[src/rtl/waypoint_guidance_setpoints_defines.svh]
// Assertion macros for the waypoint guidance setpoint block.
// Depends on nothing; included by the top level, which supplies clk and rst_n.
`ifndef WAYPOINT_GUIDANCE_SETPOINTS_DEFINES_SVH
`define WAYPOINT_GUIDANCE_SETPOINTS_DEFINES_SVH
`ifndef NO_ASSERTIONS
`define WGS_ASSERT_NOW(lbl, ante, cons) \
  lbl: assert property (@(posedge clk) disable iff (!rst_n) (ante) |-> (cons)) \
    else $error("assertion failed");
`define WGS_ASSERT_NEXT(lbl, ante, cons) \
  lbl: assert property (@(posedge clk) disable iff (!rst_n) (ante) |=> (cons)) \
    else $error("assertion failed");
`else
`define WGS_ASSERT_NOW(lbl, ante, cons)
`define WGS_ASSERT_NEXT(lbl, ante, cons)
`endif
`endif

[src/rtl/wgs_pkg.sv]
// Shared constants for the waypoint guidance setpoint block.
// Depends on nothing; used by the square root, CORDIC and top-level modules.
package wgs_pkg;
  localparam int DIFF_W = 25;
  localparam int SQ_W = 50;
  localparam int ROOT_STEPS = 25;
  localparam int SQRT_LAT = ROOT_STEPS + 2;
  localparam int CORDIC_W = 28;
  localparam int ANGLE_W = 24;
  localparam int CORDIC_STAGES_DEF = 16;
  localparam int CFG_IDX_W = 3;
  localparam int CFG_DATA_W = 23;

  localparam logic [CFG_IDX_W-1:0] REG_POS_GAIN = 3'd0;
  localparam logic [CFG_IDX_W-1:0] REG_HDG_GAIN = 3'd1;
  localparam logic [CFG_IDX_W-1:0] REG_MAX_ERR = 3'd2;
  localparam logic [CFG_IDX_W-1:0] REG_PROX = 3'd3;
  localparam logic [CFG_IDX_W-1:0] REG_MAX_SPEED = 3'd4;

  localparam logic [ANGLE_W-1:0] ATAN_TBL [24] = '{
    24'd2097152, 24'd1238021, 24'd654136, 24'd332050, 24'd166669, 24'd83416,
    24'd41718, 24'd20860, 24'd10430, 24'd5215, 24'd2608, 24'd1304,
    24'd652, 24'd326, 24'd163, 24'd81, 24'd41, 24'd20,
    24'd10, 24'd5, 24'd3, 24'd1, 24'd1, 24'd0
  };
endpackage

[src/rtl/wgs_cordic.sv]
// Pipelined CORDIC vectoring giving the bearing of the error vector.
// Depends on wgs_pkg.
module wgs_cordic #(
  parameter int STAGES = wgs_pkg::CORDIC_STAGES_DEF
) (
  input  logic                              clk,
  input  logic signed [wgs_pkg::DIFF_W-1:0] de,
  input  logic signed [wgs_pkg::DIFF_W-1:0] dn,
  output logic [15:0]                       heading
);
  import wgs_pkg::*;

  logic signed [CORDIC_W-1:0] x_r [STAGES+1];
  logic signed [CORDIC_W-1:0] y_r [STAGES+1];
  logic [ANGLE_W-1:0] z_r [STAGES+1];
  logic [ANGLE_W:0] z_round;

  // Pre-rotate by a half turn when the north error is negative.
  always_ff @(posedge clk) begin
    if (dn < 0) begin
      x_r[0] <= -CORDIC_W'(dn);
      y_r[0] <= -CORDIC_W'(de);
      z_r[0] <= 24'h800000;
    end else begin
      x_r[0] <= CORDIC_W'(dn);
      y_r[0] <= CORDIC_W'(de);
      z_r[0] <= '0;
    end
  end

  for (genvar i = 0; i < STAGES; i++) begin : g_rot
    always_ff @(posedge clk) begin
      if (y_r[i] > 0) begin
        x_r[i+1] <= x_r[i] + (y_r[i] >>> i);
        y_r[i+1] <= y_r[i] - (x_r[i] >>> i);
        z_r[i+1] <= z_r[i] + ATAN_TBL[i];
      end else begin
        x_r[i+1] <= x_r[i] - (y_r[i] >>> i);
        y_r[i+1] <= y_r[i] + (x_r[i] >>> i);
        z_r[i+1] <= z_r[i] - ATAN_TBL[i];
      end
    end
  end

  assign z_round = {1'b0, z_r[STAGES]} + (ANGLE_W+1)'(128);
  assign heading = z_round[ANGLE_W-1:8];
endmodule

[config.mk]
export PLATFORM = sky130hd
export DESIGN_NAME = wgs_cordic
export DESIGN_NICKNAME = d
export VERILOG_FILES = /design/src/rtl/waypoint_guidance_setpoints_defines.svh /design/src/rtl/wgs_pkg.sv /design/src/rtl/wgs_cordic.sv
export SDC_FILE = /design/constraint.sdc
export NUM_CORES = 2
export LEC_CHECK = 0
export BUFFER_PORTS_ARGS = -buffer_cell sky130_fd_sc_hd__buf_4
export CORE_ASPECT_RATIO = 0.6
export CORE_MARGIN = 8
export CORE_UTILIZATION = 35
export DETAILED_ROUTE_END_ITERATION = 10
export PLACE_DENSITY = 0.52
export SLEW_MARGIN = 5
export SYNTH_ARGS = -nofsm -noshare
export SYNTH_HDL_FRONTEND = slang
export SYNTH_SLANG_ARGS = --single-unit
[constraint.sdc]
create_clock -name clk -period 7.69 [get_ports clk]
set_input_delay 0.3845 -clock clk [delete_from_list [all_inputs] [get_ports clk]]
set_output_delay 0.3845 -clock clk [all_outputs]
set_load 0.02 [all_outputs]
# --- Yosys cells after proc, flatten, opt, wreduce, memory -nomap -nowiden ---
# Memories as Yosys holds them, arrays and structs flattened.
# Index checks and enable logic that the tools add are counted.
word_totals:
  reg_bits: 0
  latch_bits: 0
  ram_bits: 1360
  mem_bits_ro: 0
  inputBits: 51
  out_inout_bits: 16
  word_cells: 271
  mem_count: 3
classes:
  addsub: 98
  n_mul: 0
  n_div: 0
  n_lt_le_gt_ge: 17
  eq_ne: 0
  shifts: 0
  n_mux: 102
  n_bitwise: 51
  n_reduce_logical: 0
mem_list:
  columns: ["memory", "depth", "word_bits", "read_ports", "rd_ports_with_merged_regs", "wr", "line", "rtl"]
  rows:
  - ["x_r", 17, 28, 16, 0, 17, "wgs_cordic.sv:13", "logic signed [CORDIC_W-1:0] x_r [STAGES+1];"]
  - ["y_r", 17, 28, 16, 0, 17, "wgs_cordic.sv:14", "logic signed [CORDIC_W-1:0] y_r [STAGES+1];"]
  - ["z_r", 17, 24, 17, 0, 17, "wgs_cordic.sv:15", "logic [ANGLE_W-1:0] z_r [STAGES+1];"]
ops:
  columns: ["op", "count"]
  rows:
  - ["$mux 28", 34]
  - ["$gt 28x1->1 const B", 16]
  - ["$mux 24", 17]
  - ["$add 28x13->28", 2]
  - ["$add 28x14->28", 2]
  - ["$add 28x15->28", 2]
  - ["$add 28x16->28", 2]
  - ["$add 28x17->28", 2]
  - ["$add 28x18->28", 2]
  - ["$add 28x19->28", 2]
  - ["$add 28x20->28", 2]
  - ["$add 28x21->28", 2]
  - ["$add 28x22->28", 2]
  - ["$add 28x23->28", 2]
  - ["$add 28x24->28", 2]
  - ["$add 28x25->28", 2]
  - ["$add 28x26->28", 2]
  - ["$add 28x27->28", 2]
  - ["$neg 25->28", 2]
  - ["$sub 28x13->28", 2]
  - ["$sub 28x14->28", 2]
  - ["$sub 28x15->28", 2]
  - ["$sub 28x16->28", 2]
  - ["$sub 28x17->28", 2]
  - ["47 further kinds", 159]

# --- Depth between registers and ports, before layout ---
logic_depth:
  word_depth: 4
  mapped_depth: 25
  depth_no_buf: 24

# --- Least setup slack after synthesis ---
# Ideal clock, no wire load.
synth_timing:
  path_type: "register to register"
  startpoint: "mem y_r[5][13]"
  endpoint: "mem y_r[6][26]"
  setup_time_ns: 0.072
  arrival_ns: 5.702
  t_required_ns: 7.618
  setup_slack_ns: 1.915
  path_stages_with_launch: 24
  path_buffers: 1
  synth_period_minus_slack_ns: 5.775
  path_cell_list: "dfxtp_1 or4_1 or3_4 or4_1 or3_4 nor3_4 nand2_2 nor2_4 nor2_4 buf_2 nand2_1 o21ai_0 fa_1 a21o_1 a221oi_1 a21oi_1 a41o_1 a221o_1 o21ai_0 o21ai_0 a211oi_1 o21bai_1 a21oi_1 xnor2_1"
synth_rtl:
  columns: ["element", "line"]
  rows:
  - ["start, declared", "wgs_cordic.sv:14"]

==> summary.md <==
| Metric | Value |
|---|---|
| I/O pin count | 67 |
| DR vias | 74,543 |
| CTS Buffer Depth | 4 |
| Synth Flop Type | dfxtp_1 |
| Fin cells | 13,740 |
| Maxcap violations | 0 |
| Routed WL per cell | 19.2 um |
| Cells after Synth | 10,157 |
| Utilization after layout | 0.392 |
| CTS Buf Count | 139 |
| Die area | 262,000 sq um |
| Row count | 141 |
| H-tree levels | 4 |
| Worst skew pair latency | 0.78 ns |
| Avg Cell Area, Syn | 8.47 sq um |
| Final Critical Period | 7.00 ns |
| EDFF count, synth | 0 |
| DRT Pass-1 Iters | 7 |
| CP Class | reg2reg |
| Vias in the first global route | 69,379 |
| CP Buf/Inv Count | 1 |
| Cells along the critical path | or4_1 -> nor3_1 -> nand2_1 -> nor2_1 -> nand4_1 -> nor2b_2 -> inv_1 -> nor2_1 -> xor2_1 -> ha_1 -> a211o_1 -> a21boi_0 -> o21ai_0 -> a31oi_1 -> o21ai_0 -> a211oi_1 -> o31ai_1 -> o41a_1 -> a21o_1 -> a21oi_1 -> xnor2_1 |
| Post-synth top area share | 0.274 |
| Layer with the highest usage | met1 |
| Critical path's top delay family | compound AO/OA/AOI/OAI gates |
| Worst clock skew | 0.0454 ns |
| Number of clock sinks | 1,176 |
| Post-Route WL | 263 mm |
| Fin crit share | 0.911 |
| Post-synth ARST share | 0 |
| Post-synthesis cell area | 86,100 sq um |
| TritonCTS clock tree | yes |
| GR Overflow Total | 0 |
| RSZ-0062 raised after global routing | false |
| Warnings from Yosys | 0 |
| Critical-path top delay cell | or4_1 |
| GR Util met2 | 0.245 |
| Core area | 245,000 sq um |
| Routability Congestion | 0.927 |
| Status | finished clean |
| Setup TNS | 0 ns |
| Worst Path Max Fanout | 13 |
| Largest area contributor in the netlist | dfxtp_1 |
| Slew HR | 0.105 |
| IO Port Bufs | 66 |
| All-Layer GR Usage | 0.193 |
| Final Hold Violating Endpoints | 0 |
| Required time of the worst setup path | 8.41 ns |
| Hold Path Class | in2reg |
| Seq cells post-synth | 1,176 |
| Crit end category | register |
| CTS root buf | clkbuf_16 |
| Initial antenna violation count | 14 |
| DRC viols | 0 |
| Critical Path AT | 7.72 ns |
| First-pass GRT wire length | 407 mm |
| Hold WS | 0.124 ns |
| Initial core utilization | 0.351 |
| Clock-pin slew on the worst setup and hold paths | 0.07 ns |
| CP Launch Type | register |
| Area grow syn2layout | 11.6% |
| Most frequent cells in the layout | 1,176 x dfxtp_1, 1,118 x ha_1, 1,035 x xnor2_1 |
| Worst Tran Pin Value | 1.33 ns |
| Maximum clock frequency | 143 MHz |
| Initial DRC Count | 6,591 |
| Share of cells above drive strength 1 | 0.0456 |
| Die width | 656 um |
| Pin count of the biggest net entering global routing | 53 |
| Slew Limit Fails | 0 |
| M3 GR Usage | 0.0407 |
| HPWL after detailed placement | 217 mm |
| Unique masters post-synth | 86 |
| Setup bufs post-CTS | 0 |
| Commonest non-fill, non-tap cell in the layout | dfxtp_1 |
| Die height | 400 um |
| Vias/cell | 5.43 |
| Global-route met1 utilization | 0.321 |
| Placed cells | 13,429 |
| Final nets | 11,562 |
| Peak per-stage delay on the critical path | 0.63 ns |
| Seq/Total Area, Yosys | 0.274 |
| Post-DRT Antenna Nets | 0 |
| Most area-consuming cells after synthesis | dfxtp_1 27%, ha_1 16%, xnor2_1 11%, a21oi_1 5.1%, xor2_1 4.6% |
| Final setup violation count | 0 |
through the flow:
step                      worst slack (ns)  instance area (sq um)
after CTS                            0.232                  96000
final                                0.686                  96000
after detailed placement             0.272                  90600
after global routing                 0.285                  96000
after global placement               0.596                  90600
after floorplan                       1.92                  86100
cell families (layout without fill, tap and decap cells):
group / count (synthesis) / count (layout) / share of synthesized area
buffers and inverters: 568 / 858 / 0.0252
other: 1 / 5 / 0.0000436
AO/OA/AOI/OAI: 2787 / 2787 / 0.206
flip-flops: 1176 / 1176 / 0.274
AND/OR/NAND/NOR: 2929 / 2929 / 0.166
adder cells (fa/ha/maj): 1160 / 1160 / 0.172
XOR/XNOR: 1489 / 1489 / 0.152
multiplexers: 47 / 47 / 0.00574
state kept, by name (all words and copies together), names as in the netlist:
signal / flops
z_r: 323
x_r: 405
y_r: 448
final cells by class:
type | count | area, sq um
fillers | 24733 | 149000
repair buffers | 193 | 1620
inverters | 426 | 1600
clock inverters | 65 | 842
well taps | 3289 | 4120
flip-flops and latches | 1176 | 23500
clock buffers | 174 | 3850
multi-input cells | 8415 | 60400
diodes | 2 | 5.00
layer usage:
metal	routed length (um)	up-vias	share of wire
met1	147000	35131	0.56
met2	91100	2259	0.35
met4	3380	2	0.013
li1	-	36913	-
met3	21800	238	0.083
met5	13	-	0.000049
tightest hold or removal path, cell delays in order:
cell,delay (ns)
buf_4,0.13
o41ai_1,0.10
xnor2_1,0.21
path summary, 6_finish.rpt:
check | start | endpoint | slack [ns] | depth (start not counted)
worst min-delay path | dn[1] | x_r[0][7]$_DFF_P_ | 0.12 | 3
worst min register to register | z_r[10][1]$_DFF_P_ | z_r[11][1]$_DFF_P_ | 0.33 | 0
worst max register to register | y_r[10][15]$_DFF_P_ | y_r[11][26]$_DFF_P_ | 0.69 | 21
worst max-delay path | y_r[10][15]$_DFF_P_ | y_r[11][26]$_DFF_P_ | 0.69 | 21
cell usage after synthesis (136+ instances only):
cell type  instances
xnor2_1         1035
nand3_1          238
o21ai_0          569
nor3_1           303
xor2_1           454
a21o_1           357
inv_1            415
dfxtp_1         1176
o31ai_1          136
nand2_1          570
nor2_1           902
nand2b_1         150
nor2b_1          138
a21oi_1          879
ha_1            1118
timing repair:
item	in CTS	in global routing
endpoints found under the setup margin	0	7
gates resized for setup	0	2
endpoints found under the hold margin	53	0
hold buffers	70	0
Power is left out: the tool's default activity adds up to more than one toggle a clock period on the data nets, which glitch-free logic cannot reach.
